==> src/qea_pkg.sv <==
// Shared constants, codes and helpers for the quadrature encoder angle core.
// Used by every module in src; depends on nothing.
package qea_pkg;

  localparam int ANGLE_BITS_DEF = 16;
  localparam int COUNT_BITS_DEF = 32;
  localparam int LOAD_W = 32;
  localparam int CPR_W = 20;
  localparam int PP_W = 7;
  localparam int OFS_W = 16;
  localparam int CFG_AW = 2;
  localparam int CFG_DW = 20;
  localparam int QUEUE_DEPTH = 2;

  localparam logic [CPR_W-1:0] CPR_RESET = 20'd4096;
  localparam logic [PP_W-1:0] PP_RESET = 7'd1;
  localparam logic [OFS_W-1:0] OFS_RESET = 16'd0;

  typedef enum logic [1:0] {
    CMD_SAMPLE = 2'd0,
    CMD_LOAD = 2'd1,
    CMD_CLEAR = 2'd2,
    CMD_NONE = 2'd3
  } cmd_t;

  typedef enum logic [CFG_AW-1:0] {
    REG_CPR = 2'd0,
    REG_PP = 2'd1,
    REG_OFS = 2'd2,
    REG_UNUSED = 2'd3
  } cfg_reg_t;

  typedef enum logic [1:0] {
    STEP_HOLD = 2'd0,
    STEP_UP = 2'd1,
    STEP_DOWN = 2'd2,
    STEP_BAD = 2'd3
  } step_t;

  typedef struct packed {
    logic push;
    logic full;
  } q_ctl_t;

  // x4 Gray decode of {previous BA, current BA}.
  function automatic step_t step_of(input logic [3:0] idx);
    step_t s;
    case (idx)
      4'd1, 4'd7, 4'd8, 4'd14: s = STEP_UP;
      4'd2, 4'd4, 4'd11, 4'd13: s = STEP_DOWN;
      default: s = STEP_HOLD;
    endcase
    return s;
  endfunction

endpackage

==> src/qea_front.sv <==
// Front end: takes commands and pin samples, keeps the position count and index flag.
// Depends on qea_pkg; pushes each new count and flag into qea_queue.
module qea_front import qea_pkg::*; #(
  parameter int COUNT_BITS = COUNT_BITS_DEF
) (
  input  logic                  clk,
  input  logic                  rst_n,
  input  logic                  in_valid,
  input  logic [1:0]            in_cmd,
  input  logic                  in_a,
  input  logic                  in_b,
  input  logic                  in_z,
  input  logic [LOAD_W-1:0]     in_load,
  input  logic                  q_full,
  output q_ctl_t                ctl,
  output logic                  in_ready,
  output logic [COUNT_BITS:0]   q_data
);

  logic [COUNT_BITS-1:0] count_r, count_nxt;
  logic [1:0]            last_r, last_nxt;
  logic                  zprev_r, zprev_nxt;
  logic                  flag_r, flag_nxt;
  logic                  take;
  logic [1:0]            cur;
  logic [63:0]           load_ext;
  step_t                 st;

  assign in_ready = !q_full;
  assign take = in_valid && !q_full;
  assign cur = {in_b, in_a};
  assign st = step_of({last_r, cur});
  assign load_ext = 64'(signed'(in_load));

  always_comb begin
    count_nxt = count_r;
    last_nxt = last_r;
    zprev_nxt = zprev_r;
    flag_nxt = flag_r;
    case (cmd_t'(in_cmd))
      CMD_SAMPLE: begin
        case (st)
          STEP_UP: count_nxt = count_r + COUNT_BITS'(1);
          STEP_DOWN: count_nxt = count_r - COUNT_BITS'(1);
          default: count_nxt = count_r;
        endcase
        last_nxt = cur;
        if (in_z && !zprev_r) begin
          flag_nxt = 1'b1;
        end
        zprev_nxt = in_z;
      end
      CMD_LOAD: count_nxt = load_ext[COUNT_BITS-1:0];
      CMD_CLEAR: flag_nxt = 1'b0;
      default: count_nxt = count_r;
    endcase
  end

  always_ff @(posedge clk) begin
    if (!rst_n) begin
      count_r <= '0;
      last_r <= '0;
      zprev_r <= 1'b0;
      flag_r <= 1'b0;
    end else if (take) begin
      count_r <= count_nxt;
      last_r <= last_nxt;
      zprev_r <= zprev_nxt;
      flag_r <= flag_nxt;
    end
  end

  assign q_data = {flag_nxt, count_nxt};
  assign ctl.push = take;
  assign ctl.full = q_full;

endmodule

==> src/qea_queue.sv <==
// Two-entry register queue between the front end and the angle unit.
// Depends on qea_pkg.
module qea_queue import qea_pkg::*; #(
  parameter int WIDTH = COUNT_BITS_DEF + 1
) (
  input  logic             clk,
  input  logic             rst_n,
  input  q_ctl_t           ctl,
  input  logic [WIDTH-1:0] wr_data,
  input  logic             pop,
  output logic             full,
  output logic             not_empty,
  output logic [WIDTH-1:0] rd_data
);

  localparam int CW = $clog2(QUEUE_DEPTH + 1);
  localparam int PW = $clog2(QUEUE_DEPTH);

  logic [WIDTH-1:0] mem_r [QUEUE_DEPTH];
  logic [PW-1:0]    wp_r, rp_r;
  logic [CW-1:0]    cnt_r;
  logic             do_pop;

  assign full = (cnt_r == CW'(QUEUE_DEPTH));
  assign not_empty = (cnt_r != '0);
  assign do_pop = pop && not_empty;
  assign rd_data = mem_r[rp_r];

  always_ff @(posedge clk) begin
    if (ctl.push) begin
      mem_r[wp_r] <= wr_data;
    end
  end

  always_ff @(posedge clk) begin
    if (!rst_n) begin
      wp_r <= '0;
      rp_r <= '0;
      cnt_r <= '0;
    end else begin
      if (ctl.push) begin
        wp_r <= wp_r + PW'(1);
      end
      if (do_pop) begin
        rp_r <= rp_r + PW'(1);
      end
      cnt_r <= cnt_r + CW'(ctl.push) - CW'(do_pop);
    end
  end

  assert property (@(posedge clk) disable iff (!rst_n)
    cnt_r <= CW'(QUEUE_DEPTH))
    else $error("queue occupancy beyond depth");

endmodule

==> src/qea_back.sv <==
// Angle unit: multiply by pole pairs, floor-mod by counts per turn, scale to a turn
// fraction with a bit-serial divider, add the offset. Depends on qea_pkg.
module qea_back import qea_pkg::*; #(
  parameter int COUNT_BITS = COUNT_BITS_DEF,
  parameter int ANGLE_BITS = ANGLE_BITS_DEF
) (
  input  logic                  clk,
  input  logic                  rst_n,
  input  logic                  q_valid,
  input  logic [COUNT_BITS:0]   q_data,
  output logic                  q_pop,
  input  logic [CPR_W-1:0]      cpr,
  input  logic [PP_W-1:0]       pp,
  input  logic [OFS_W-1:0]      ofs,
  output logic                  out_valid,
  input  logic                  out_ready,
  output logic [COUNT_BITS-1:0] out_count,
  output logic [ANGLE_BITS-1:0] out_angle,
  output logic                  out_flag
);

  localparam int PW = COUNT_BITS + PP_W + 1;
  localparam int CW = $clog2(PW);

  typedef enum logic [5:0] {
    S_IDLE = 6'b000001,
    S_MUL  = 6'b000010,
    S_MOD  = 6'b000100,
    S_FIX  = 6'b001000,
    S_FRAC = 6'b010000,
    S_DONE = 6'b100000
  } state_t;

  state_t                  state_r, state_nxt;
  logic [COUNT_BITS-1:0]   cnt_val_r;
  logic                    flag_r;
  logic [PW-1:0]           mag_r;
  logic                    neg_r;
  logic [CPR_W-1:0]        rem_r;
  logic [ANGLE_BITS-1:0]   quo_r;
  logic [CW-1:0]           step_r;
  logic [CPR_W-1:0]        cpr_eff;
  logic signed [PW-1:0]    mul_a, mul_b, prod;
  logic [CPR_W:0]          mod_t, frac_t;
  logic                    mod_ge, frac_ge;
  logic [OFS_W+ANGLE_BITS-1:0] ofs_wide;
  logic [ANGLE_BITS-1:0]   ofs_ang;
  logic                    out_free;
  logic                    out_valid_r;
  logic [COUNT_BITS-1:0]   out_count_r;
  logic [ANGLE_BITS-1:0]   out_angle_r;
  logic                    out_flag_r;

  assign cpr_eff = (cpr == '0) ? CPR_W'(1) : cpr;
  assign mul_a = PW'(signed'(cnt_val_r));
  assign mul_b = signed'(PW'(pp));
  assign prod = mul_a * mul_b;
  assign mod_t = {rem_r, mag_r[PW-1]};
  assign mod_ge = (mod_t >= {1'b0, cpr_eff});
  assign frac_t = {rem_r, 1'b0};
  assign frac_ge = (frac_t >= {1'b0, cpr_eff});
  assign ofs_wide = {ofs, ANGLE_BITS'(0)};
  assign ofs_ang = ofs_wide[OFS_W+ANGLE_BITS-1:OFS_W];
  assign out_free = !out_valid_r || out_ready;
  assign q_pop = (state_r == S_IDLE) && q_valid;

  always_comb begin
    state_nxt = state_r;
    case (state_r)
      S_IDLE: if (q_valid) state_nxt = S_MUL;
      S_MUL: state_nxt = S_MOD;
      S_MOD: if (step_r == '0) state_nxt = S_FIX;
      S_FIX: state_nxt = S_FRAC;
      S_FRAC: if (step_r == '0) state_nxt = S_DONE;
      S_DONE: if (out_free) state_nxt = S_IDLE;
      default: state_nxt = S_IDLE;
    endcase
  end

  always_ff @(posedge clk) begin
    if (!rst_n) begin
      state_r <= S_IDLE;
      out_valid_r <= 1'b0;
    end else begin
      state_r <= state_nxt;
      if (state_r == S_DONE && out_free) begin
        out_valid_r <= 1'b1;
      end else if (out_ready) begin
        out_valid_r <= 1'b0;
      end
    end
  end

  always_ff @(posedge clk) begin
    case (state_r)
      S_IDLE: begin
        cnt_val_r <= q_data[COUNT_BITS-1:0];
        flag_r <= q_data[COUNT_BITS];
      end
      S_MUL: begin
        neg_r <= prod[PW-1];
        mag_r <= prod[PW-1] ? PW'(-prod) : PW'(prod);
        rem_r <= '0;
        step_r <= CW'(PW - 1);
      end
      S_MOD: begin
        rem_r <= mod_ge ? CPR_W'(mod_t - {1'b0, cpr_eff}) : mod_t[CPR_W-1:0];
        mag_r <= {mag_r[PW-2:0], 1'b0};
        step_r <= step_r - CW'(1);
      end
      S_FIX: begin
        if (neg_r && rem_r != '0) begin
          rem_r <= cpr_eff - rem_r;
        end
        step_r <= CW'(ANGLE_BITS - 1);
      end
      S_FRAC: begin
        rem_r <= frac_ge ? CPR_W'(frac_t - {1'b0, cpr_eff}) : frac_t[CPR_W-1:0];
        quo_r <= {quo_r[ANGLE_BITS-2:0], frac_ge};
        step_r <= step_r - CW'(1);
      end
      S_DONE: begin
        if (out_free) begin
          out_count_r <= cnt_val_r;
          out_angle_r <= quo_r + ofs_ang;
          out_flag_r <= flag_r;
        end
      end
      default: begin
        rem_r <= rem_r;
      end
    endcase
  end

  assign out_valid = out_valid_r;
  assign out_count = out_count_r;
  assign out_angle = out_angle_r;
  assign out_flag = out_flag_r;

  assert property (@(posedge clk) disable iff (!rst_n)
    (state_r == S_MOD || state_r == S_FRAC) |-> rem_r < cpr_eff)
    else $error("remainder not below counts per turn");

  assert property (@(posedge clk) disable iff (!rst_n)
    (state_r == S_FIX) |=> rem_r < cpr_eff)
    else $error("floor-mod result out of range");

  assert property (@(posedge clk) disable iff (!rst_n)
    q_pop |=> state_r == S_MUL)
    else $error("queue pop without start of angle work");

endmodule

==> src/quadrature_encoder_angle_core.sv <==
// Top level of the quadrature encoder angle core: registers, front end, queue, angle unit.
// Depends on qea_pkg, qea_front, qea_queue and qea_back.
//
// Channel | Dir | Handshake            | Contents
// in      | in  | in_tvalid/in_tready  | tuser: cmd; tdata: a, b, z, load_value
// out     | out | out_tvalid/out_tready| tuser: index_seen; tdata: count, angle
// cfg     | in  | cfg_we               | cfg_addr selects the register, cfg_wdata value
//
// The front end takes one item per cycle while the two-entry queue has room.
// The angle unit works on one item at a time and pops a new item from the queue only
// when idle; its bit-serial divider produces one remainder bit per cycle. Reset is
// synchronous and clears all control state. A stalled output holds the result; the
// queue absorbs two items.
module quadrature_encoder_angle_core import qea_pkg::*; #(
  parameter int COUNT_BITS = COUNT_BITS_DEF,
  parameter int ANGLE_BITS = ANGLE_BITS_DEF
) (
  input  logic              clk,
  input  logic              rst_n,
  input  logic              in_tvalid,
  output logic              in_tready,
  // Fields from bit 0: phase_a, phase_b, index_level, load_value[31:0], zero fill.
  input  logic [39:0]       in_tdata,
  // Fields from bit 0: cmd[1:0].
  input  logic [1:0]        in_tuser,
  output logic              out_tvalid,
  input  logic              out_tready,
  // Fields from bit 0: position_count, electrical_angle, zero fill.
  output logic [((COUNT_BITS+ANGLE_BITS+7)/8)*8-1:0] out_tdata,
  // Fields from bit 0: index_seen.
  output logic              out_tuser,
  input  logic              cfg_we,
  input  logic [CFG_AW-1:0] cfg_addr,
  input  logic [CFG_DW-1:0] cfg_wdata
);

  localparam int OW = ((COUNT_BITS + ANGLE_BITS + 7) / 8) * 8;

  logic [CPR_W-1:0]      cpr_r;
  logic [PP_W-1:0]       pp_r;
  logic [OFS_W-1:0]      ofs_r;
  q_ctl_t                ctl;
  logic                  q_full, q_valid, q_pop;
  logic [COUNT_BITS:0]   q_wdata, q_rdata;
  logic [COUNT_BITS-1:0] res_count;
  logic [ANGLE_BITS-1:0] res_angle;

  always_ff @(posedge clk) begin
    if (!rst_n) begin
      cpr_r <= CPR_RESET;
      pp_r <= PP_RESET;
      ofs_r <= OFS_RESET;
    end else if (cfg_we) begin
      case (cfg_reg_t'(cfg_addr))
        REG_CPR: cpr_r <= cfg_wdata[CPR_W-1:0];
        REG_PP: pp_r <= cfg_wdata[PP_W-1:0];
        REG_OFS: ofs_r <= cfg_wdata[OFS_W-1:0];
        default: cpr_r <= cpr_r;
      endcase
    end
  end

  qea_front #(.COUNT_BITS(COUNT_BITS)) u_front (
    .clk      (clk),
    .rst_n    (rst_n),
    .in_valid (in_tvalid),
    .in_cmd   (in_tuser),
    .in_a     (in_tdata[0]),
    .in_b     (in_tdata[1]),
    .in_z     (in_tdata[2]),
    .in_load  (in_tdata[34:3]),
    .q_full   (q_full),
    .ctl      (ctl),
    .in_ready (in_tready),
    .q_data   (q_wdata)
  );

  qea_queue #(.WIDTH(COUNT_BITS + 1)) u_queue (
    .clk       (clk),
    .rst_n     (rst_n),
    .ctl       (ctl),
    .wr_data   (q_wdata),
    .pop       (q_pop),
    .full      (q_full),
    .not_empty (q_valid),
    .rd_data   (q_rdata)
  );

  qea_back #(.COUNT_BITS(COUNT_BITS), .ANGLE_BITS(ANGLE_BITS)) u_back (
    .clk       (clk),
    .rst_n     (rst_n),
    .q_valid   (q_valid),
    .q_data    (q_rdata),
    .q_pop     (q_pop),
    .cpr       (cpr_r),
    .pp        (pp_r),
    .ofs       (ofs_r),
    .out_valid (out_tvalid),
    .out_ready (out_tready),
    .out_count (res_count),
    .out_angle (res_angle),
    .out_flag  (out_tuser)
  );

  assign out_tdata = OW'({res_angle, res_count});

endmodule

==> config.mk <==
export PLATFORM = sky130hd
export DESIGN_NAME = quadrature_encoder_angle_core
export DESIGN_NICKNAME = d
export VERILOG_FILES = /design/src/qea_pkg.sv /design/src/qea_front.sv /design/src/qea_queue.sv /design/src/qea_back.sv /design/src/quadrature_encoder_angle_core.sv
export SDC_FILE = /design/constraint.sdc
export NUM_CORES = 1
export LEC_CHECK = 0
export BUFFER_PORTS_ARGS = -buffer_cell sky130_fd_sc_hd__buf_2
export CAP_MARGIN = 15
export CORE_AREA = 2 2 207 209
export CTS_CLUSTER_SIZE = 28
export DETAILED_ROUTE_END_ITERATION = 8
export DIE_AREA = 0 0 209 211
export PLACE_DENSITY = 0.82
export SYNTH_ARGS = -nofsm -noshare
export SYNTH_HDL_FRONTEND = slang
export SYNTH_SLANG_ARGS = --single-unit
==> constraint.sdc <==
create_clock -name clk -period 8.8 [get_ports clk]
set_input_delay 1.32 -clock clk [delete_from_list [all_inputs] [get_ports clk]]
set_output_delay 1.32 -clock clk [all_outputs]
set_load 0.05 [all_outputs]
# Yosys cells after proc, flatten, opt, wreduce, memory -nomap -nowiden
# Memories as Yosys holds them, arrays and structs flattened. A register that Yosys moved wholly into a read port is not among the register bits.
# Cells that the tools add are included.
[classes]
add_sub_neg = 12
mul = 1
div = 0
magnitude_cmp = 2
n_eq_ne = 18
shifts = 0
mux = 21
bitwise_logic = 0
n_reduce_logical = 28
[ops]
columns = ["operator", "n"]
rows = [
  ["one-hot mux 32 bit (2 select lines)", 2],
  ["2-to-1 mux 20 bit", 4],
  ["one-hot mux 20 bit (4 select lines)", 1],
  ["one-hot mux 40 bit (2 select lines)", 1],
  ["subtractor 20 bit", 3],
  [">= comparator 21 x 20 -> 1 bit", 2],
  ["multiplier 32 x 8 -> 40 bit", 1],
  ["2-to-1 mux 40 bit", 1],
  ["negation 40 bit", 1],
  ["one-hot mux 6 bit (6 select lines)", 1],
  ["adder 32 x 1 -> 32 bit (second input constant)", 1],
  ["subtractor 32 x 1 -> 32 bit (second input constant)", 1],
  ["2-to-1 mux 6 bit", 4],
  ["zero test 20 bit", 1],
  ["nonzero test 20 bit", 1],
  ["one-hot mux 6 bit (3 select lines)", 1],
  ["adder 16 bit", 1],
  ["AND reduction 2 bit", 6],
  ["inequality test 2 x 1 -> 1 bit (second input constant)", 5],
  ["== test 2 bit (second input constant)", 4],
  ["== test 2 x 1 -> 1 bit (second input constant)", 3],
  ["== test 6 x 1 -> 1 bit (second input constant)", 1],
  ["== test 6 x 2 -> 1 bit (second input constant)", 1],
  ["== test 6 x 3 -> 1 bit (second input constant)", 1],
  ["other kinds (19)", 34],
]
[totals]
reg_bits = 222
latchBits = 0
mem_bits_rw = 66
rom_bits = 32
inputBits = 69
out_inout_bits = 51
word_cells = 104
n_memories = 2
[memory_table]
columns = ["memory", "depth", "width", "rd", "rd_clocked_by_memory_dff", "wr", "line_no", "text"]
rows = [
  ["u_queue.mem_r", 2, 33, 1, 1, 1, "qea_queue.sv:19", "logic [WIDTH-1:0] mem_r [QUEUE_DEPTH];"],
  ["(name not given)", 16, 2, 1, 0, 0, "qea_pkg.sv:48", "case (idx)"],
]

# Longest topological paths before layout
# Gate-level depths: netlist (run 1).
[logic_depth]
ltp_word = 5
mapped_depth = 25
ltp_nobuf = 22

# By module
# A second synthesis (run 1) with hierarchy kept.
[hier_totals]
cells_unflattened = 3088
hier_area_um2 = 28112.0
[modules_own_cells]
columns = ["mod", "n_inst", "cells_per_inst", "area_per_inst_um2", "seq_area_each_um2"]
rows = [
  ["qea_back", 1, 2067, 18956.9, 5094.9],
  ["qea_front", 1, 729, 4750.8, 720.7],
  ["qea_queue", 1, 126, 2756.4, 2082.0],
  ["quadrature_encoder_angle_core", 1, 166, 1647.8, 860.8],
]

# Worst setup path after synthesis (run 1)
# No wires, ideal clock.
[synth_timing]
kind = "register to register"
startpoint = "register pp_r[4]"
endpoint = "register u_back.mag_r[29] (data pin)"
t_arrival_ns = 5.925
required_time_ns = 8.540
setup_slack_ns = 2.615
stages_incl_launch_ff = 23
path_buffers = 2
path_cell_list = "dfxtp_1 > clkbuf_1 > nand2_1 > fa_1 > inv_1 > fa_1 > fa_1 > inv_1 > fa_1 > inv_1 > ha_1 > clkbuf_1 > and4_1 > nor2b_1 > a211oi_1 > nand2_1 > xor2_1 > or4_4 > or3_4 > nor2_1 > a31oi_1 > xnor2_1 > mux2_2"
[synth_via]
elab_chain_len = 4
[synth_rtl]
columns = ["item", "line_no", "text"]
rows = [
  ["start: declaration", "quadrature_encoder_angle_core.sv:40", "logic [PP_W-1:0] pp_r;"],
  ["start signal: assignment", "quadrature_encoder_angle_core.sv:56", "REG_PP: pp_r <= cfg_wdata[PP_W-1:0];"],
  ["multiplier 32 x 8 -> 40 bit *", "qea_back.sv:57", "assign prod = mul_a * mul_b;"],
  ["negation 40 bit", "qea_back.sv:102", "mag_r <= prod[PW-1] ? PW'(-prod) : PW'(prod);"],
  ["2-to-1 mux 40 bit *", "qea_back.sv:102", ""],
  ["one-hot mux 40 bit (2 select lines) *", "qea_back.sv:95", "case (state_r)"],
  ["end signal: assignment", "qea_back.sv:102", ""],
  ["end signal: assignment", "qea_back.sv:108", "mag_r <= {mag_r[PW-2:0], 1'b0};"],
  ["end: declaration", "qea_back.sv:37", "logic [PW-1:0] mag_r;"],
]
# Mark *: on every way between the ends. The rest lies on a longest branch, timed or not.
# A chain may end at the register's enable or synchronous reset.

# Worst setup path in the final report (run 1)
[layout_timing]
startpoint = "register pp_r[4]"
endpoint = "register u_back.mag_r[26] (data pin)"
# The elaborated chain is that of the path after synthesis.

==> results.py, run 1 <==
metrics = {
    "outcome": {
        "status": "finished clean",
    },
    "timing": {
        "finalCritPeriodShare": 0.8555,
        "finalHoldViolCount": 0,
        "final.setup_skew_ns": 0.02187,
        "worstMarginPinSlew_ns": 1.167,
        "slew_headroom": 0.2208,
        "slew_viol_final": 0,
        "setup_violations": 0,
        "fin_setup_tns_ns": 0,
        "fmax_mhz": 132.8,
        "period_needed_ns": 7.528,
        "rsz0062_at_grt": "false",
    },
    "clocking": {
        "cts_resized": 0,
        "clkLatencyLatePin_ns": 0.54,
        "cts.reportedPaths.clkPinSlew_ns": 0.06,
        "clock-sinks": 321,
        "cts_tree": "done",
        "cts_max_path_buffers": 3,
        "cts.repair_timing.setup_buffer_count": 0,
        "ctsHoldBuffers": 0,
        "clock-root-buffer": "clkbuf_16",
        "htree_levels": 2,
        "cts_buffers": 36,
    },
    "route": {
        "detail_route.iter0.violations": 1783,
        "wl_per_cell_microns": 19.57,
        "wl_met2_microns": 32410,
        "wl_met1_microns": 28340,
        "drc": 0,
        "antenna_left": 0,
        "highest_layer": "met4",
        "wl_met3_microns": 4762,
        "wirelength_microns": 67600,
        "via_per_inst": 6.160,
        "first_pass_iters": 6,
        "vias": 21275,
    },
    "hold_path": {
        "min-delay-start": "u_back.quo_r[3]$_DFFE_PN_",
        "worstHoldPathCells": 0,
        "worstHoldPathType": "register to register",
        "whs_endpoint": "u_back.quo_r[4]$_DFFE_PN_",
    },
    "placement": {
        "port_buffers": 114,
        "placed_cells": 3386,
        "place_congestion": 0.9752,
        "dp_hpwl_microns": 49670,
    },
    "worst_setup_path": {
        "crit_fanout": 25,
        "start_kind": "register",
        "worstPathRequired_ns": 9.09,
        "r2r_end": "u_back.mag_r[26]$_DFFE_PP_",
        "r2r_start": "pp_r[4]$_SDFFE_PN0P_",
        "crit_path_end_kind": "register",
        "worstPathArrival_ns": 7.81,
        "r2r_cells": 22,
        "criticalPathCategory": "register to register",
        "reg2reg_slack_ns": 1.27,
    },
    "yosys": {
        "synth-edff-count": 231,
        "syn_nets": 3256,
        "syn_avg_cell_area_sq_um": 9.345,
        "ys_dominant_reg_cell": "edfxtp_1",
        "postSynthCellCount": 2844,
        "syn-cell-area_sq_um": 26580,
        "synth.yosys.warnings": 0,
        "synth_seq_area_share": 0.3288,
        "ys_ff_latch": 321,
        "ys_types": 86,
        "async_flop_share": 0,
    },
    "global_routing": {
        "grt_pass1_wl_microns": 109300,
        "antenna_found_initial": 1,
        "grt_pass1_vias": 21563,
        "grt_max_degree": 91,
        "grtUsageTotal": 0.3084,
        "overflow": 0,
    },
    "floorplanning": {
        "die_h_microns": 211,
        "design.core.area_sq_um": 41760,
        "initial_core_util": 0.6365,
        "floorplan.die.width_microns": 209,
        "io_pins": 120,
        "dieArea_sq_um": 44100,
        "fp-row-count": 75,
    },
    "power_and_ir_drop": {
        "powerDensity_nw_per_um2": 283.2,
        "max-vdd-ir-drop_mv": 0.1623,
        "p_leak_nw": 12.50,
    },
    "final_layout": {
        "drive_above_1_share": 0.09334,
        "area_growth_pct": 8.055,
        "mostFrequentLayoutCell": "inv_1",
        "finalNonFillerCells": 3454,
        "fin_nets": 3299,
        "regArea_sq_um": 8738,
        "final_cell_mix": "inv_1 (305), nand2_1 (271), edfxtp_1 (231)",
        "fillerInstances": 3127,
        "multi_input_area_sq_um": 16200,
    },
    "run": {
        "drv_cap": 0,
    },
}
==> where the power goes <==
| part | total (mW) | switching [mW] | leakage, nW | internal (mW) |
|---|---|---|---|---|
| Clock | 1.49 | 0.623 | 0.565 | 0.864 |
| Combinational | 4.21 | 2.54 | 9.05 | 1.67 |
| Sequential | 2.44 | 0.314 | 2.88 | 2.13 |
==> worst max-delay path, stage by stage (launching register included) <==
cell	delay, ns
dfxtp_1	1.07
nand2_1	0.19
fa_1	0.54
fa_1	0.49
inv_1	0.06
fa_1	0.54
inv_1	0.06
fa_1	0.54
inv_1	0.04
ha_1	0.39
a21o_1	0.24
a221oi_4	0.41
nor3_2	0.14
o2111a_1	0.34
o31ai_2	0.40
a211oi_1	0.20
or3_1	0.44
nand3_2	0.09
buf_4	0.29
inv_2	0.24
o21ai_1	0.17
xnor2_1	0.10
mux2_2	0.29
==> flip-flops by register name, summed over array words and instances (netlist names) <==
register	cells
u_front.flag_r	1
u_queue.wp_r	1
u_front.count_r	32
u_back.rem_r	20
u_front.zprev_r	1
u_back.out_angle	16
u_back.cnt_val_r	32
u_queue.mem_r	66
pp_r	7
u_back.flag_r	1
u_front.last_r	2
cpr_r	20
u_back.mag_r	40
u_back.step_r	6
u_back.state_r	6
u_back.out_count	32
u_back.out_flag	1
u_queue.rp_r	1
ofs_r	16
u_queue.cnt_r	2
u_back.neg_r	1
u_back.out_valid	1
u_back.quo_r	16
==> routing by layer <==
layer	GRT usage	vias to the layer above
met2	0.5186	813
met1	0.4108	10430
met4	0.1126	0
met5	0	-
met3	0.04193	171
li1	-	9861
==> cell families (layout without fill, tap and decap cells) <==
group | after synthesis | in the layout | share of synthesized area
compound gates | 636 | 636 | 0.1561
xor+xnor | 163 | 163 | 0.05371
fa+ha+maj | 343 | 343 | 0.2098
buf+inv | 440 | 510 | 0.06233
flops | 321 | 321 | 0.3288
mux | 51 | 51 | 0.02109
other cells | 0 | 1 | 0
simple gates | 890 | 890 | 0.1683
==> cell type report <==
cell class	count	share of cell area
clock buffer	52	0.03634
sequential	321	0.3043
multi-input combinational	2083	0.5642
inverter	306	0.03999
timing repair buffer	139	0.02723
clock inverter	13	0.004357
antenna	1	0.00008713
tap	539	0.02348
==> synthesized netlist by cell type, types with 6 or more instances <==
master / instances / share of area
a211oi_1: 16 / 0.0045
nor3_1: 41 / 0.0077
o21ai_0: 127 / 0.024
o31ai_1: 11 / 0.0031
o21a_1: 18 / 0.0051
nor2_1: 187 / 0.026
o22a_1: 6 / 0.0020
o221ai_1: 18 / 0.0059
nand4_1: 17 / 0.0040
o211ai_1: 10 / 0.0028
a22oi_1: 15 / 0.0042
nor2b_1: 23 / 0.0054
o22ai_1: 6 / 0.0014
and4_1: 6 / 0.0020
mux2_2: 40 / 0.017
nand2b_1: 23 / 0.0054
and3_1: 10 / 0.0024
o21bai_1: 14 / 0.0040
fa_1: 171 / 0.13
inv_1: 305 / 0.043
o21ai_1: 9 / 0.0017
a31oi_1: 22 / 0.0052
edfxtp_1: 231 / 0.26
clkbuf_1: 125 / 0.018
nor4_1: 20 / 0.0047
nor3b_1: 14 / 0.0040
and2_1: 199 / 0.047
xor2_1: 67 / 0.022
ha_1: 172 / 0.081
xnor2_1: 96 / 0.032
nand2_1: 271 / 0.038
nand3b_1: 12 / 0.0034
dfxtp_1: 90 / 0.068
nand3_1: 29 / 0.0055
a21boi_0: 55 / 0.016
a21oi_1: 184 / 0.035
mux2i_1: 11 / 0.0041
or3_1: 14 / 0.0033
a21o_1: 53 / 0.015
==> metrics by stage <==
step | util | setup WS [ns] | total power, mW | cell area (sq um) | hold WS, ns
final | 0.6877 | 1.272 | 8.134 | 28720 | 0.4591
after global routing | 0.6877 | 0.8706 | 8.714 | 28720 | 0.4699
after CTS | 0.6867 | 1.354 | 8.107 | 28680 | 0.4568
after detailed placement | 0.6588 | 1.370 | 6.600 | 27510 | 0.4401
after global placement | 0.6588 | 1.607 | 6.416 | 27510 | 0.4374
after floorplan | - | 2.615 | 5.608 | 26580 | 0.4003
==> worst max-delay path by stage <==
stage	from	end	slack [ns]	cells after the start
after floorplan	pp_r[4]$_SDFFE_PN0P_	u_back.mag_r[29]$_DFFE_PP_	2.61	22
after global placement	pp_r[2]$_SDFFE_PN0P_	u_back.mag_r[37]$_DFFE_PP_	1.61	20
after detailed placement	pp_r[4]$_SDFFE_PN0P_	u_back.mag_r[26]$_DFFE_PP_	1.37	22
after CTS	pp_r[4]$_SDFFE_PN0P_	u_back.mag_r[26]$_DFFE_PP_	1.35	22
after global routing	pp_r[2]$_SDFFE_PN0P_	u_back.mag_r[37]$_DFFE_PP_	0.87	20
final	pp_r[4]$_SDFFE_PN0P_	u_back.mag_r[26]$_DFFE_PP_	1.27	22
Power figures use the tool's default switching activity.
==> run 2, diff against run 1 <==
MAX_ROUTING_LAYER = met4   (was default)
==> results.py, run 2 (same netlist as run 1, synthesis figures left out) <==
metrics = {
    "floorplanning": {
        "dieArea_sq_um": 44100,
        "design.core.area_sq_um": 41760,
        "floorplan.die.width_microns": 209,
        "initial_core_util": 0.6365,
        "io_pins": 120,
        "die_h_microns": 211,
        "fp-row-count": 75,
    },
    "clocking": {
        "cts_buffers": 36,
        "cts_max_path_buffers": 3,
        "ctsHoldBuffers": 0,
        "clock-root-buffer": "clkbuf_16",
        "cts_tree": "done",
        "cts.repair_timing.setup_buffer_count": 0,
        "clkLatencyLatePin_ns": 0.56,
        "htree_levels": 2,
        "cts_resized": 0,
        "clock-sinks": 321,
        "cts.reportedPaths.clkPinSlew_ns": 0.07,
    },
    "worst_setup_path": {
        "critPathMaxStageDelay_ns": 0.90,
        "cp_slowest_cell": "dfxtp_1",
        "crit_path_end_kind": "register",
        "criticalPathCategory": "register to register",
        "worstPathArrival_ns": 7.64,
        "path_common_cell": "fa_1",
        "worstPathRequired_ns": 9.08,
        "cp_num_buf_inv": 4,
        "r2r_start": "pp_r[3]$_SDFFE_PN0P_",
        "start_kind": "register",
        "crit_fanout": 22,
        "r2r_end": "u_back.mag_r[29]$_DFFE_PP_",
        "r2r_cells": 21,
        "crit_chain": "buf_4 > nand2_1 > fa_1 > fa_1 > inv_1 > fa_1 > inv_1 > fa_1 > inv_1 > ha_1 > a21o_1 > a221oi_4 > o21ai_2 > xnor2_1 > nand2_1 > or4_4 > or3_4 > nor2_1 > a31oi_1 > xnor2_1 > mux2_2",
        "reg2reg_slack_ns": 1.45,
        "path_delay_family": "adder cells",
        "path_depth": 21,
    },
    "outcome": {
        "status": "complete, but fails checks",
        "violations": "antenna violations",
    },
    "route": {
        "antenna_left": 1,
        "vias": 21360,
        "wirelength_microns": 67980,
        "detail_route.iter0.violations": 2042,
        "wl_per_cell_microns": 19.64,
        "first_pass_iters": 8,
        "drc": 0,
        "via_per_inst": 6.172,
    },
    "timing": {
        "slew_viol_final": 0,
        "fin_setup_tns_ns": 0,
        "setup_violations": 0,
        "finalCritPeriodShare": 0.8356,
        "holdWs_ns": 0.4469,
        "final.setup_skew_ns": 0.02960,
        "layout_setup_ws_ns": 1.447,
        "fmax_mhz": 136.0,
        "period_needed_ns": 7.353,
        "finalHoldViolCount": 0,
        "worstMarginPinSlew_ns": 1.200,
        "rsz0062_at_grt": "false",
        "slew_headroom": 0.2002,
    },
    "placement": {
        "port_buffers": 114,
        "dp_hpwl_microns": 50140,
        "post-place-ws_ns": 1.381,
        "place_congestion": 0.9864,
    },
    "final_layout": {
        "top_regs": "u_queue.mem_r: 66 flops, u_back.mag_r: 40 flops",
        "final_cell_mix": "inv_1 (305), nand2_1 (271), edfxtp_1 (231)",
        "largest_register_ffs": 66,
        "drive_above_1_share": 0.09537,
        "area_growth_pct": 8.121,
        "fin_nets": 3300,
        "mostFrequentLayoutCell": "inv_1",
        "regMostFlops": "u_queue.mem_r",
    },
    "power_and_ir_drop": {
        "powerDensity_nw_per_um2": 283.4,
        "p_leak_nw": 12.51,
        "max-vdd-ir-drop_mv": 0.1877,
    },
    "global_routing": {
        "antenna_found_initial": 2,
        "grt_pass1_vias": 21483,
        "grt_pass1_wl_microns": 110800,
        "grt_max_degree": 91,
        "overflow": 0,
        "grtUsageTotal": 0.3235,
    },
    "run": {
        "drv_cap": 0,
    },
    "hold_path": {
        "whs_endpoint": "u_back.out_flag$_DFFE_PP_",
        "worstHoldPathType": "register to register",
        "min-delay-start": "u_back.flag_r$_DFFE_PP_",
        "worstHoldPathCells": 0,
    },
}
==> run 2: changes by cell type in the layout (fill, tap and decap cells not counted), moves of 2 or more <==
cell / delta
diode_2: +6
clkbuf_1: -4
clkbuf_16: -2
clkinv_2: +5
==> run 2: final cells by class <==
class | instances | area (sq um)
Multi-Input combinational cell | 2083 | 16200
Sequential cell | 321 | 8738
Tap cell | 539 | 674.4
Timing Repair Buffer | 140 | 809.5
Antenna cell | 7 | 17.52
Clock buffer | 46 | 978.4
Inverter | 306 | 1149
Fill cell | 3116 | 13020
Clock inverter | 19 | 165.2
==> run 2: worst max-delay path by stage <==
| stage | start | endpoint | slack, ns |
|---|---|---|---|
| final | pp_r[3]$_SDFFE_PN0P_ | u_back.mag_r[29]$_DFFE_PP_ | 1.45 |
| after global routing | pp_r[6]$_SDFFE_PN0P_ | u_back.mag_r[38]$_DFFE_PP_ | 1.04 |
| after CTS | pp_r[2]$_SDFFE_PN0P_ | u_back.mag_r[38]$_DFFE_PP_ | 1.38 |
| after detailed placement | pp_r[2]$_SDFFE_PN0P_ | u_back.mag_r[38]$_DFFE_PP_ | 1.38 |
| after global placement | pp_r[2]$_SDFFE_PN0P_ | u_back.mag_r[37]$_DFFE_PP_ | 1.65 |
| after floorplan | pp_r[4]$_SDFFE_PN0P_ | u_back.mag_r[29]$_DFFE_PP_ | 2.61 |
==> run 2: worst reg2reg max path, stage by stage (launching register included) <==
cell and delay (ns):
dfxtp_1 0.90, buf_4 0.35, nand2_1 0.10, fa_1 0.49
fa_1 0.49, inv_1 0.05, fa_1 0.54, inv_1 0.07
fa_1 0.54, inv_1 0.04, ha_1 0.39, a21o_1 0.24
a221oi_4 0.40, o21ai_2 0.11, xnor2_1 0.35, nand2_1 0.17
or4_4 0.58, or3_4 0.43, nor2_1 0.27, a31oi_1 0.16
xnor2_1 0.16, mux2_2 0.26
==> run 2: per-stage QoR <==
step | cell area, sq um | instances | total power [mW] | utilization
6_report | 28740 | 3461 | 8.144 | 0.6882
5_1_grt | 28720 | 3456 | 8.712 | 0.6879
4_1_cts | 28650 | 3451 | 8.111 | 0.6861
3_5_place_dp | 27510 | 3386 | 6.623 | 0.6588
3_3_place_gp | 27510 | 3386 | 6.451 | 0.6588
2_1_floorplan | 26580 | 2844 | 5.608 | -
==> run 2: per-layer routing <==
metal / share of wire / track usage / vias up
li1: - / - / 9872
met1: 0.42 / 0.4223 / 10384
met2: 0.48 / 0.5236 / 940
met3: 0.072 / 0.04252 / 164
met4: 0.030 / 0.1140 / 0
met5: 0 / - / -
==> run 2: where the power goes <==
group          internal [mW]  leakage [nW]  switching, mW
clock                  0.831         0.569          0.646
sequential              2.13          2.88          0.311
combinational           1.67          9.07           2.56
total                   4.62          12.5           3.52
